<file path="config.mk">
export PLATFORM = sky130hd
export DESIGN_NAME = fbab_queue
export DESIGN_NICKNAME = d
export VERILOG_FILES = /design/src/rtl/framebuffer_alpha_blend_store_unit_defines.svh /design/src/rtl/fbab_pkg.sv /design/src/rtl/fbab_queue.sv
export SDC_FILE = /design/constraint.sdc
export NUM_CORES = 1
export LEC_CHECK = 0
export ABC_AREA = 0
export BUFFER_PORTS_ARGS = -buffer_cell sky130_fd_sc_hd__buf_2
export CAP_MARGIN = 20
export CELL_PAD_IN_SITES_DETAIL_PLACEMENT = 0
export CELL_PAD_IN_SITES_GLOBAL_PLACEMENT = 2
export CORE_MARGIN = 1.5
export CORE_UTILIZATION = 25
export DETAILED_ROUTE_END_ITERATION = 10
export PLACE_DENSITY = 0.65
export SLEW_MARGIN = 15
export SYNTH_ARGS = -nofsm -noshare
export SYNTH_HDL_FRONTEND = slang
export SYNTH_SLANG_ARGS = --single-unit
</file>
<file path="constraint.sdc">
create_clock -name aclk -period 10.7 [get_ports aclk]
set_clock_uncertainty 0.05 [all_clocks]
set_input_delay 3.21 -clock aclk [delete_from_list [all_inputs] [get_ports aclk]]
set_output_delay 3.21 -clock aclk [all_outputs]
set_load 0.03 [all_outputs]
</file>
<file path="src/rtl/framebuffer_alpha_blend_store_unit_defines.svh">
// ----------------------------------------------------------------------------
// Framebuffer alpha blend store: assertion macros
// Shared concurrent assertion forms for the framebuffer blend store unit.
// ----------------------------------------------------------------------------
`ifndef FRAMEBUFFER_ALPHA_BLEND_STORE_UNIT_DEFINES_SVH
`define FRAMEBUFFER_ALPHA_BLEND_STORE_UNIT_DEFINES_SVH

`ifndef ASSERT_OFF
`define FBAB_ASSERT_SAME(lbl, ante, cons, msg) \
    lbl: assert property (@(posedge aclk) disable iff (!aresetn) \
        (ante) |-> (cons)) else $error(msg);
`define FBAB_ASSERT_NEXT(lbl, ante, cons, msg) \
    lbl: assert property (@(posedge aclk) disable iff (!aresetn) \
        (ante) |=> (cons)) else $error(msg);
`else
`define FBAB_ASSERT_SAME(lbl, ante, cons, msg)
`define FBAB_ASSERT_NEXT(lbl, ante, cons, msg)
`endif

`endif

</file>
<file path="src/rtl/fbab_pkg.sv">
// ----------------------------------------------------------------------------
// Framebuffer alpha blend store package
// Shared widths, operation codes, register indexes and types.
// ----------------------------------------------------------------------------
package fbab_pkg;

    localparam int COORD_W     = 12;
    localparam int DIM_W       = 13;
    localparam int CFG_W       = 9;
    localparam int CFG_IDX_W   = 1;
    localparam int COLOR_W     = 32;
    localparam int CH_W        = 8;
    localparam int MIX_W       = 16;
    localparam int QUEUE_DEPTH = 2;

    localparam logic [1:0] OP_WRITE = 2'd0;
    localparam logic [1:0] OP_READ  = 2'd1;
    localparam logic [1:0] OP_BLEND = 2'd2;

    localparam logic [CFG_IDX_W-1:0] REG_FRAME_WIDTH  = 1'b0;
    localparam logic [CFG_IDX_W-1:0] REG_FRAME_HEIGHT = 1'b1;

    localparam logic [CFG_W-1:0] DIM_RESET    = 9'd256;
    localparam logic [CH_W-1:0]  CH_MAX       = 8'd255;
    localparam logic [CH_W-1:0]  ALPHA_OPAQUE = 8'hFF;

    typedef struct packed {
        logic [1:0]         op;
        logic               in_frame;
        logic [COLOR_W-1:0] color;
    } fbab_cmd_t;

    typedef struct packed {
        logic ram_we;
        logic out_load;
    } fbab_back_stat_t;

endpackage

</file>
<file path="src/rtl/fbab_queue.sv">
// ----------------------------------------------------------------------------
// Framebuffer request queue
// Short FIFO that decouples the front end from the execution back end.
// ----------------------------------------------------------------------------
module fbab_queue import fbab_pkg::*; #(
    parameter int ADDR_W = 16
) (
    input  logic              aclk,
    input  logic              aresetn,
    input  logic              push,
    input  fbab_cmd_t         push_cmd,
    input  logic [ADDR_W-1:0] push_addr,
    input  logic              pop,
    output fbab_cmd_t         head_cmd,
    output logic [ADDR_W-1:0] head_addr,
    output logic              full,
    output logic              empty
);

    localparam int PTR_W = (QUEUE_DEPTH > 1) ? $clog2(QUEUE_DEPTH) : 1;
    localparam int CNT_W = $clog2(QUEUE_DEPTH + 1);
    localparam logic [CNT_W-1:0] DEPTH_C = CNT_W'(QUEUE_DEPTH);
    localparam logic [PTR_W-1:0] LAST_C  = PTR_W'(QUEUE_DEPTH - 1);

    fbab_cmd_t         cmd_reg [QUEUE_DEPTH];
    logic [ADDR_W-1:0] addr_reg [QUEUE_DEPTH];
    logic [PTR_W-1:0]  wr_ptr_reg, wr_ptr_next;
    logic [PTR_W-1:0]  rd_ptr_reg, rd_ptr_next;
    logic [CNT_W-1:0]  count_reg, count_next;

    assign full      = (count_reg == DEPTH_C);
    assign empty     = (count_reg == '0);
    assign head_cmd  = cmd_reg[rd_ptr_reg];
    assign head_addr = addr_reg[rd_ptr_reg];

    always_comb begin
        wr_ptr_next = wr_ptr_reg;
        rd_ptr_next = rd_ptr_reg;
        count_next  = count_reg;
        if (push) begin
            wr_ptr_next = (wr_ptr_reg == LAST_C) ? '0 : wr_ptr_reg + 1'b1;
        end
        if (pop) begin
            rd_ptr_next = (rd_ptr_reg == LAST_C) ? '0 : rd_ptr_reg + 1'b1;
        end
        if (push && !pop) begin
            count_next = count_reg + 1'b1;
        end else if (pop && !push) begin
            count_next = count_reg - 1'b1;
        end
    end

    always_ff @(posedge aclk) begin
        if (!aresetn) begin
            wr_ptr_reg <= '0;
            rd_ptr_reg <= '0;
            count_reg  <= '0;
        end else begin
            wr_ptr_reg <= wr_ptr_next;
            rd_ptr_reg <= rd_ptr_next;
            count_reg  <= count_next;
        end
    end

    always_ff @(posedge aclk) begin
        if (push) begin
            cmd_reg[wr_ptr_reg]  <= push_cmd;
            addr_reg[wr_ptr_reg] <= push_addr;
        end
    end

endmodule

</file>
# After elaboration in Yosys (flattened, before gate mapping)
# Memory sizes are Yosys's and may differ from the RTL's. A register that Yosys moved wholly into a read port is not among the register bits.
# Cells that the tools add are included.
# word_totals
word_cells	26
ram_bits	102
memories	2
regBits	4
out_inout_bits	53
# op_classes
add_sub_neg	4
reduce_logical	6
n_eq_ne	1
mux	10
# mem_list
memory	words	word_bits	read_ports	rd_ports_with_merged_regs	write_ports	line_no	source
cmd_reg	2	35	1	1	1	fbab_queue.sv:25	fbab_cmd_t cmd_reg [QUEUE_DEPTH];
addr_reg	2	16	1	1	1	fbab_queue.sv:26	logic [ADDR_W-1:0] addr_reg [QUEUE_DEPTH];
# op_table
op	n
$mux W1	8
$mux W2	2
$add A1 B1 Y1 const B	2
$add A2 B1 Y2 const B	1
$eq A2 B2 Y1 const B	1
$logic_and A1 B1 Y1	2
$logic_not A1 Y1	2
$logic_not A2 Y1	1
$reduce_bool A2 Y1	1
$sub A2 B1 Y2 const B	1

# Depth between registers and ports, before layout
# logic_depth
word_depth	4
depth_mapped	5
depth_no_buf	5

# Worst setup path before layout
# OpenSTA, ideal clock, no wires.
# synth_path
path_type	input -> register
start	input port push
end	memory addr_reg[0][0] (enable)
setup_ps	467
path_stages	1
n_path_buf	0
arrival_ps	5500
setup_slack_ps	4683
cell_sequence	nor2b_1
# synth_via
elab_chain_cells	2
# synth_lines
element	line_no	source
start, declared	fbab_queue.sv:10	input logic push,
$mux W1	fbab_queue.sv:66	if (push) begin
$mux W1 (not written as such)	fbab_queue.sv:68	addr_reg[wr_ptr_reg] <= push_addr;
end, declared	fbab_queue.sv:26	
# Every way passes these cells.

==> summary.md <==
| Metric | Value |
|---|---|
| Status | complete, no violations |
| Relative slew slack | 48.90% |
| Top post-synthesis cells by area | edfxtp_1 (79%), mux2_2 (15%), dfxtp_1 (2.6%) |
| Clock transition at path regs | 70 ps |
| Die Y | 127.8 um |
| Total CTS buffers | 9 |
| Synth-to-layout area growth | 27.64% |
| Clk_lat worst skew | 340 ps |
| Cell area after layout | 4970 sq um |
| Critical Path AT | 1850 ps |
| Min cycle time layout | 5115 ps |
| Crit path kind | flop to output pin |
| DP Cell Count | 473 |
| Number of global-route vias before repair | 2046 |
| Post-Synth Simple-Gate Area | 1.446% |
| Layout cell share with drive strength beyond 1 | 59.14% |
| Syn Area/Cell | 21.51 sq um |
| Max-cap viol count | 0 |
| Final HPWL DP | 4584 um |
| Post_cts resized | 0 |
| Achievable Freq | 195.5 MHz |
| First-pass GRT wire length | 10900 um |
| RSZ-0062 raised after global routing | false |
| Postcts setup bufs | 0 |
| H-tree level count | 3 |
| Pwr Density | 193.4 nW/um^2 |
| DRC | 0 |
| Adder-Cell Fraction of Synth Area | 0.3213% |
| Post-synth top cells | edfxtp_1 (102), mux2_2 (51), dfxtp_1 (5), and2_1 (4) |
| Setup crit start kind | flop |
| Prevailing post-synth register cell | edfxtp_1 |
| Gr usage total | 9.092% |
| Final nets | 352 |
| Max FFs per register | 70 |
| Hold depth | 2 |
| Syn_nets | 237 |
| Ant diodes | 0 |
| Final std cells w/o fill | 489 |
| CP Data Required Time | 7440 ps |
| Largest net degree at the start of global routing | 53 |
| Post-synth top area cell | edfxtp_1 |
| ANT nets after route | 0 |
| Core area | 15200 sq um |
| Yosys reg bits | 107 |
| Count leader, synth | edfxtp_1 |
| Area after DPL | 4659 sq um |
| Leak | 1.841 nW |
| CTS Hold Bufs | 0 |
| Netlist cell types | 17 |
| Setup TNS | 0 ps |
| Initial antenna violation count | 0 |
| Peak supply drop | 68.55 uV |
| Worst-margin pin slew | 766.4 ps |
| Clock sinks | 107 |
| Nature of the critical path endpoint | output pin |
| Area fraction of the dominant cell type after synthesis | 78.66% |
| XOR/XNOR Fraction of Synth Area | 0.6748% |
| Final hold vios | 0 |
| Top Ports | 108 |
| Number of cells on the worst reg-to-reg path | 2 |
| Post-synth EDFFs | 102 |
| Die area | 16330 sq um |
| Compound-Gate Fraction of Synth Area | 0.5141% |
| Maximum root-to-sink buffer count | 2 |
| Final Util | 32.69% |
| Worst Hold Class | flop to flop |
| Initial DRC count | 65 |
| TritonCTS clock tree | done |
| Via-to-Cell Ratio | 4.067 |
| Mux cell area share after synthesis | 14.75% |
| Via count | 1989 |
| Final Cycle Share | 47.80% |
| Gp weighted congestion | 0.6170 |
| Ys Warns | 0 |
| Initial Utilization | 25.61% |
| TritonRoute pass-1 iters | 4 |
| DIE WIDTH | 127.8 um |
| Wirelength per Cell | 14.88 um |
| Drt total wl | 7274 um |
| Async S/R FF share, synth | 0% |
| Seq/Total Area, Yosys | 81.23% |
| Row count | 45 |
| Mapped Cells | 181 |
| Largest family of logic cells by synthesized area | multiplexers |
| Synth Cell Area | 3894 sq um |
| Final-report max-slew violation count | 0 |
| Grt ovf | 0 |
| Root buffer cell | clkbuf_16 |
| CP max FO | 51 |
| Final Setup Violations | 0 |
| # port buffers | 107 |
==> routing by layer <==
layer	up-vias	share of wire, %	GRT usage [%]	wire length [um]
li1	936	-	-	-
met1	990	42	10.20	3040
met2	53	51	15.46	3716
met3	10	4.9	2.421	355
met4	0	2.2	5.552	162
met5	-	0	0	0
==> worst max-delay path, cell delays in order (launching register included) <==
cell and delay (ps):
dfxtp_2 310, buf_4 560, mux2_2 430, buf_2 180
==> per-stage QoR <==
stage / hold slack [ps] / worst slack, ps / total power [mW]
finish: 470.0 / 5585 / 0.9614
global route: 504.1 / 5473 / 0.9995
CTS: 466.9 / 5499 / 0.9778
detailed placement: 452.2 / 5830 / 0.6284
global placement: 431.5 / 5872 / 0.6266
floorplan: 416.2 / 4683 / 0.5861
==> cell type report <==
| cell class | count | area, sq um |
|---|---|---|
| fillers | 1500 | 10230 |
| multi-input cells | 67 | 698.2 |
| flip-flops and latches | 107 | 3164 |
| clock inverters | 5 | 77.57 |
| clock buffers | 11 | 232.7 |
| well taps | 188 | 235.2 |
| repair buffers | 110 | 558.0 |
| inverters | 1 | 3.754 |
==> path summary, 6_finish.rpt <==
kind	slack, ps	end	startpoint
worst min-delay path	470	count_reg[1]	count_reg[1]
worst max register to register	8840	cmd_reg[1][8]	wr_ptr_reg
worst max-delay path	5590	head_cmd[29]	flop
worst min register to register	470	count_reg[1]	count_reg[1]
==> cell usage in the layout (no fill, tap or decap) <==
master / instances
and2_1: 3
a21boi_1: 1
ha_1: 1
nor2b_4: 1
clkbuf_1: 2
xnor2_1: 1
mux2_2: 51
clkinv_4: 1
or3_1: 1
clkinv_1: 1
and2b_2: 1
inv_1: 1
clkbuf_16: 9
xor2_1: 2
buf_4: 3
edfxtp_1: 102
buf_2: 107
nor2b_1: 1
nor2_1: 1
o21ai_0: 1
dfxtp_2: 1
bufinv_16: 2
and2_2: 1
dfxtp_1: 4
clkinv_2: 1
o21a_1: 1
==> where the power goes <==
part / leakage [nW] / switching (mW) / internal (mW)
Combinational: 0.691 / 0.0818 / 0.0457
Sequential: 0.999 / 0.00520 / 0.483
Clock: 0.151 / 0.141 / 0.205
==> cell families (layout without fill, tap and decap cells) <==
kind of cell               after synthesis  after routing
buffers and inverters                    7            127
and+or+nand+nor                          9              9
muxes                                   51             51
adders and majority gates                1              1
AOI/OAI and AO/OA                        3              3
DFF                                    107            107
xor gates and xnor gates                 3              3
No activity file was read; power rests on OpenSTA's default activity.
