### src/rtl/framebuffer_alpha_blend_store_unit_defines.svh
// ----------------------------------------------------------------------------
// Framebuffer alpha blend store: assertion macros
// Shared concurrent assertion forms for the framebuffer blend store unit.
// ----------------------------------------------------------------------------
`ifndef FRAMEBUFFER_ALPHA_BLEND_STORE_UNIT_DEFINES_SVH
`define FRAMEBUFFER_ALPHA_BLEND_STORE_UNIT_DEFINES_SVH

`ifndef ASSERT_OFF
`define FBAB_ASSERT_SAME(lbl, ante, cons, msg) \
    lbl: assert property (@(posedge aclk) disable iff (!aresetn) \
        (ante) |-> (cons)) else $error(msg);
`define FBAB_ASSERT_NEXT(lbl, ante, cons, msg) \
    lbl: assert property (@(posedge aclk) disable iff (!aresetn) \
        (ante) |=> (cons)) else $error(msg);
`else
`define FBAB_ASSERT_SAME(lbl, ante, cons, msg)
`define FBAB_ASSERT_NEXT(lbl, ante, cons, msg)
`endif

`endif

### src/rtl/fbab_pkg.sv
// ----------------------------------------------------------------------------
// Framebuffer alpha blend store package
// Shared widths, operation codes, register indexes and types.
// ----------------------------------------------------------------------------
package fbab_pkg;

    localparam int COORD_W     = 12;
    localparam int DIM_W       = 13;
    localparam int CFG_W       = 9;
    localparam int CFG_IDX_W   = 1;
    localparam int COLOR_W     = 32;
    localparam int CH_W        = 8;
    localparam int MIX_W       = 16;
    localparam int QUEUE_DEPTH = 2;

    localparam logic [1:0] OP_WRITE = 2'd0;
    localparam logic [1:0] OP_READ  = 2'd1;
    localparam logic [1:0] OP_BLEND = 2'd2;

    localparam logic [CFG_IDX_W-1:0] REG_FRAME_WIDTH  = 1'b0;
    localparam logic [CFG_IDX_W-1:0] REG_FRAME_HEIGHT = 1'b1;

    localparam logic [CFG_W-1:0] DIM_RESET    = 9'd256;
    localparam logic [CH_W-1:0]  CH_MAX       = 8'd255;
    localparam logic [CH_W-1:0]  ALPHA_OPAQUE = 8'hFF;

    typedef struct packed {
        logic [1:0]         op;
        logic               in_frame;
        logic [COLOR_W-1:0] color;
    } fbab_cmd_t;

    typedef struct packed {
        logic ram_we;
        logic out_load;
    } fbab_back_stat_t;

endpackage

### src/rtl/fbab_front.sv
// ----------------------------------------------------------------------------
// Framebuffer front end
// Holds the frame shape, clips each request and forms its linear address.
// ----------------------------------------------------------------------------
module fbab_front import fbab_pkg::*; #(
    parameter int MAX_WIDTH  = 256,
    parameter int MAX_HEIGHT = 256,
    parameter int ADDR_W     = 16
) (
    input  logic                 aclk,
    input  logic                 aresetn,
    input  logic                 cfg_we,
    input  logic [CFG_IDX_W-1:0] cfg_index,
    input  logic [CFG_W-1:0]     cfg_wdata,
    input  logic [1:0]           s_op,
    input  logic [COORD_W-1:0]   s_pixel_x,
    input  logic [COORD_W-1:0]   s_pixel_y,
    input  logic [COLOR_W-1:0]   s_pixel_color,
    output fbab_cmd_t            cmd,
    output logic [ADDR_W-1:0]    addr
);

    localparam int LIN_W = COORD_W + DIM_W;
    localparam logic [DIM_W-1:0] MAX_W_C = DIM_W'(MAX_WIDTH);
    localparam logic [DIM_W-1:0] MAX_H_C = DIM_W'(MAX_HEIGHT);

    logic [CFG_W-1:0] frame_width_reg, frame_width_next;
    logic [CFG_W-1:0] frame_height_reg, frame_height_next;
    logic [DIM_W-1:0] width_eff, height_eff;
    logic [LIN_W-1:0] lin_addr;

    always_comb begin
        frame_width_next  = frame_width_reg;
        frame_height_next = frame_height_reg;
        if (cfg_we) begin
            case (cfg_index)
                REG_FRAME_WIDTH:  frame_width_next  = cfg_wdata;
                REG_FRAME_HEIGHT: frame_height_next = cfg_wdata;
                default: ;
            endcase
        end
    end

    always_ff @(posedge aclk) begin
        if (!aresetn) begin
            frame_width_reg  <= DIM_RESET;
            frame_height_reg <= DIM_RESET;
        end else begin
            frame_width_reg  <= frame_width_next;
            frame_height_reg <= frame_height_next;
        end
    end

    always_comb begin
        width_eff  = (DIM_W'(frame_width_reg) > MAX_W_C) ? MAX_W_C : DIM_W'(frame_width_reg);
        height_eff = (DIM_W'(frame_height_reg) > MAX_H_C) ? MAX_H_C : DIM_W'(frame_height_reg);
        lin_addr   = LIN_W'(s_pixel_y) * LIN_W'(width_eff) + LIN_W'(s_pixel_x);
        cmd.op     = s_op;
        cmd.in_frame = (DIM_W'(s_pixel_x) < width_eff) && (DIM_W'(s_pixel_y) < height_eff);
        cmd.color  = s_pixel_color;
        addr       = lin_addr[ADDR_W-1:0];
    end

endmodule

### config.mk
export PLATFORM = sky130hd
export DESIGN_NAME = fbab_front
export DESIGN_NICKNAME = d
export VERILOG_FILES = /design/src/rtl/framebuffer_alpha_blend_store_unit_defines.svh /design/src/rtl/fbab_pkg.sv /design/src/rtl/fbab_front.sv
export SDC_FILE = /design/constraint.sdc
export NUM_CORES = 1
export LEC_CHECK = 0
export BUFFER_PORTS_ARGS = -buffer_cell sky130_fd_sc_hd__buf_2
export CORE_ASPECT_RATIO = 0.6
export CORE_MARGIN = 5
export CORE_UTILIZATION = 35
export DETAILED_ROUTE_END_ITERATION = 12
export GPL_TIMING_DRIVEN = 0
export PLACE_DENSITY_LB_ADDON = 0.15
export SYNTH_ARGS = -nofsm -noshare
export SYNTH_HDL_FRONTEND = slang
export SYNTH_SLANG_ARGS = --single-unit
### constraint.sdc
create_clock -name aclk -period 6.62 [get_ports aclk]
set_input_delay 0.662 -clock aclk [delete_from_list [all_inputs] [get_ports aclk]]
set_output_delay 0.662 -clock aclk [all_outputs]
set_load 0.02 [all_outputs]
; ---- Word-level counts from Yosys, hierarchy flattened
; Index checks and enable logic that the tools add are counted.
[classes]
add_sub_neg = 1
mul = 1
magnitude_cmp = 4
mux = 2
bitwise_logic = 1
reduce_logical = 3
[op_table]
columns = op, n
row1 = less-than comparator 12 x 9 -> 1 bit, 2
row2 = "> comparator 9 bit, second input constant", 2
row3 = 2-to-1 mux 9 bit, 2
row4 = adder 16 x 12 -> 16 bit, 1
row5 = multiplier 12 x 9 -> 16 bit, 1
row6 = AND reduction 2 bit, 2
row7 = logical AND 1 bit, 1
row8 = NOT 1 bit, 1
[totals]
ff_bits = 18
in_bits = 71
out_inout_bits = 51
word_cells = 14

; ---- Depth between registers and ports, before layout
[logic_depth]
depth_word = 4
depth_mapped = 21
ltp_nobuf = 18

; ---- Worst setup path after synthesis
; Ideal clock, no wire load.
[synth_path]
path_type = register to output
start = reg frame_width_reg[8]
end = out addr[15]
t_arrival_ns = 5.139
t_required_ns = 5.958
setup_slack_ns = 0.819
path_stages_with_launch = 22
path_buffers = 3
path_cell_list = dfxtp_1 > buf_6 > buf_2 > nor2b_1 > clkbuf_1 > nand2_1 > fa_1 > inv_1 > fa_1 > inv_1 > fa_1 > inv_1 > fa_1 > inv_1 > fa_1 > inv_1 > ha_1 > o21a_1 > o2111a_1 > a21oi_1 > o31ai_1 > xnor2_1
[synth_between]
elab_chain_cells = 4
[synth_lines]
columns = element, line
row1 = start: declaration, fbab_front.sv:27  ; logic [CFG_W-1:0] frame_width_reg, frame_width_next;
row2 = start signal: assignment, fbab_front.sv:49  ; frame_width_reg <= frame_width_next;
row3 = > comparator 9 bit, fbab_front.sv:55  ; width_eff = (DIM_W'(frame_width_reg) > MAX_W_C) ? MAX_W_C : DIM_W'(frame_width_reg);
row4 = 2-to-1 mux 9 bit (*), fbab_front.sv:55
row5 = multiplier 12 x 9 -> 16 bit (*), fbab_front.sv:57  ; lin_addr = LIN_W'(s_pixel_y) * LIN_W'(width_eff) + LIN_W'(s_pixel_x);
row6 = adder 16 x 12 -> 16 bit (*), fbab_front.sv:57
row7 = end: declaration, fbab_front.sv:20  ; output logic [ADDR_W-1:0] addr
; Every way passes the cells marked *; elsewhere a longest branch is shown, timed or not.

; ---- Final worst setup path
; Ends and elaborated chain as after synthesis.

==> qor.yml <==
area_delta_synth_final_pct: 16.82
maxSlewViolCount: 0
cp.buffers_inverters: 9
reg2reg_from: "frame_width_reg[8]$_SDFFE_PN1P_"
internal_power_uw: 327.6
fin_nets: 821
rrSetupSlack_ps: 5450
initial_core_util: 0.3571
synth_common_cells: "nand2_1, inv_1, fa_1"
switchingPower_uw: 221.7
cp_top_family: "adder cells"
startpoint_type: "flop"
cp-end-kind: "output pin"
gp_congestion: 0.8286
cp_slowest_stage_delay_ps: 530
yosysTopAreaCell: "fa_1"
pwr-share-seq: 0.212
synth_nets: 729
die_height_um: 98.70
worstHoldPathType: "reg -> reg"
grt_max_degree: 11
rsz0062_at_grt: "false"
drc: 0
yosys.cell_types.count: 43
r2r_cells: 4
row_count: 32
tightestPinTransition_ps: 489.7
required_ps: 5960
fin_area_um2: 5361
ys_warn_count: 0
ys.flop_type: "dfxtp_1"
slowest_stage: "fa_1"
yosys.area.top_type_share: 0.3097
die_w_um: 157.8
antenna_found_initial: 0
cts_setup_buffers: 0
hpwlAfterDp_um: 10310
cts_buffer_depth: 2
synth_area_um2: 4589
vias: 3691
first_iter_violations: 112
io_pins: 122
switching_share: 0.4036
total_power_uw: 549.4
drive_gt1_frac: 0.2233
hold_start: "frame_height_reg[7]$_SDFFE_PN0P_"
via_per_inst: 4.631
numCtsBuffers: 3
status: "finished, final reports clean"
diodes: 0
vdd_ir_drop_max_v: 0.00009306
design.die.area_um2: 15580
period_share: 0.9563
wl_per_cell_um: 14.51
grt_pass1_wl_um: 18540
power_frac_clock: 0.244
max_clock_freq_mhz: 158.0
cts-root-buf: "clkbuf_16"
synth_cells: 536
cts-htree-levels: 1
worst_slack_ps: 289.1
hold_viol: 0
cp_max_fo: 10
synth_area_leaders: "fa_1, ha_1, dfxtp_1"
core-area_um2: 12850
setup_viol: 0
insertion_delay_ps: 240
dr.pass1.iters: 4
clock_sinks: 18
synth_most_common_cell: "nand2_1"
slew_headroom: 0.6735
drv_cap: 0
placed_area_um2: 5238
arrival_ps: 5670
numPlacedInstances: 793
post-place-ws_ps: 47.09
period_minus_slack_ps: 6331
combPwrFrac: 0.544
cts_tree: "done"
hold_end: "frame_height_reg[7]$_SDFFE_PN0P_"
p_leak_nw: 2.767
r2r_end: "frame_width_reg[8]$_SDFFE_PN1P_"
numPortBuffers: 87
finalWirelength_um: 11570
synth-edff-count: 0
worstSetupPathType: "reg -> out"
clkTransAtPathRegs_ps: 60
power_density_nw_per_um2: 102.5
ant_nets: 0
synth_area_per_cell_um2: 8.562
synth.ff_latch_count: 18
overflow: 0
seq_area_frac_synth: 0.07852
cp_cell_sequence: "buf_6 > buf_2 > nor2b_2 > buf_4 > nand2_1 > fa_1 > inv_1 > fa_1 > inv_1 > fa_1 > inv_1 > fa_1 > inv_1 > fa_1 > inv_1 > ha_1 > o21a_1 > o2111a_1 > a21oi_2 > o31ai_2 > xnor2_1 > buf_2"
finClkSkew_ps: 0
finalNonFillerCells: 797
grt_pass1_vias: 3676
tns_ps: 0
min_path_cells: 2
globalRouteTotalUtil: 0.1468
synth-async-reset-ratio: 0
## power groups by stage
stage          sequential [mW]  combinational (mW)  clock, mW
4_1_cts                  0.117               0.302      0.135
3_5_place_dp             0.119               0.299          0
3_3_place_gp             0.119               0.296          0
2_1_floorplan            0.118               0.207          0
5_1_grt                  0.117               0.333      0.140
6_report                 0.117               0.299      0.134
## layout by cell type, fill, tap and decap left out, drive strengths merged, types with 7 or more instances in the layout
cell | synthesis | layout
nand2 | 87 | 87
and2 | 54 | 54
inv | 80 | 80
fa | 71 | 71
o21ai | 11 | 11
a21boi | 16 | 16
xnor2 | 13 | 13
a21o | 10 | 10
nor2 | 9 | 9
clkbuf | 11 | 13
dfxtp | 18 | 18
ha | 51 | 51
a21oi | 9 | 9
a211oi | 7 | 7
buf | 41 | 130
## what timing repair did
item,4_1_cts,5_1_grt
endpoints found under the setup margin,5,5
hold buffers,0,0
resized for setup,5,18
## cells by family after synthesis
| group | after synthesis | synth area share |
|---|---|---|
| AOI/OAI and AO/OA | 68 | 0.1036 |
| xor gates and xnor gates | 20 | 0.04117 |
| adders and majority gates | 122 | 0.4487 |
| buffers and inverters | 133 | 0.1388 |
| DFF | 18 | 0.07852 |
| muxes | 1 | 0.002181 |
| and+or+nand+nor | 174 | 0.1870 |
## worst max-delay path by stage
stage | start | endpoint | slack [ps] | cells after the start
finish | frame_width_reg[8]$_SDFFE_PN1P_ | addr[15] | 290 | 22
global route | frame_width_reg[8]$_SDFFE_PN1P_ | addr[15] | 20 | 21
CTS | frame_width_reg[8]$_SDFFE_PN1P_ | addr[15] | 30 | 22
detailed placement | frame_width_reg[8]$_SDFFE_PN1P_ | addr[15] | 50 | 22
global placement | frame_width_reg[8]$_SDFFE_PN1P_ | addr[15] | 80 | 22
floorplan | frame_width_reg[8]$_SDFFE_PN1P_ | addr[15] | 820 | 21
## worst register-to-register path, stage by stage (launching register included)
cell and delay [ps]:
dfxtp_1 340, buf_6 140, buf_2 290, inv_1 110, o211ai_1 210
## layout make-up
type | count | area (µm²)
clock buffers | 4 | 88.84
inverters | 81 | 304.0
repair buffers | 87 | 435.4
well taps | 170 | 212.7
multi-input cells | 385 | 3612
flip-flops and latches | 18 | 360.3
fillers | 1331 | 7491
plain buffers | 52 | 347.8
## metal layers
| metal | wire, µm | track usage | part of all wire |
|---|---|---|---|
| met5 | 0 | 0 | 0 |
| met4 | 36 | 0.007931 | 0.0031 |
| met3 | 781 | 0.03423 | 0.068 |
| met2 | 5088 | 0.2185 | 0.44 |
| met1 | 5659 | 0.2269 | 0.49 |
## stage by stage
| stage | utilization | hold slack [ps] |
|---|---|---|
| floorplan | - | 438.2 |
| global placement | 0.4075 | 456.4 |
| detailed placement | 0.4075 | 463.7 |
| CTS | 0.4149 | 470.7 |
| global route | 0.4172 | 490.8 |
| finish | 0.4172 | 470.8 |
Note: power is estimated with default switching activity, not from simulation.
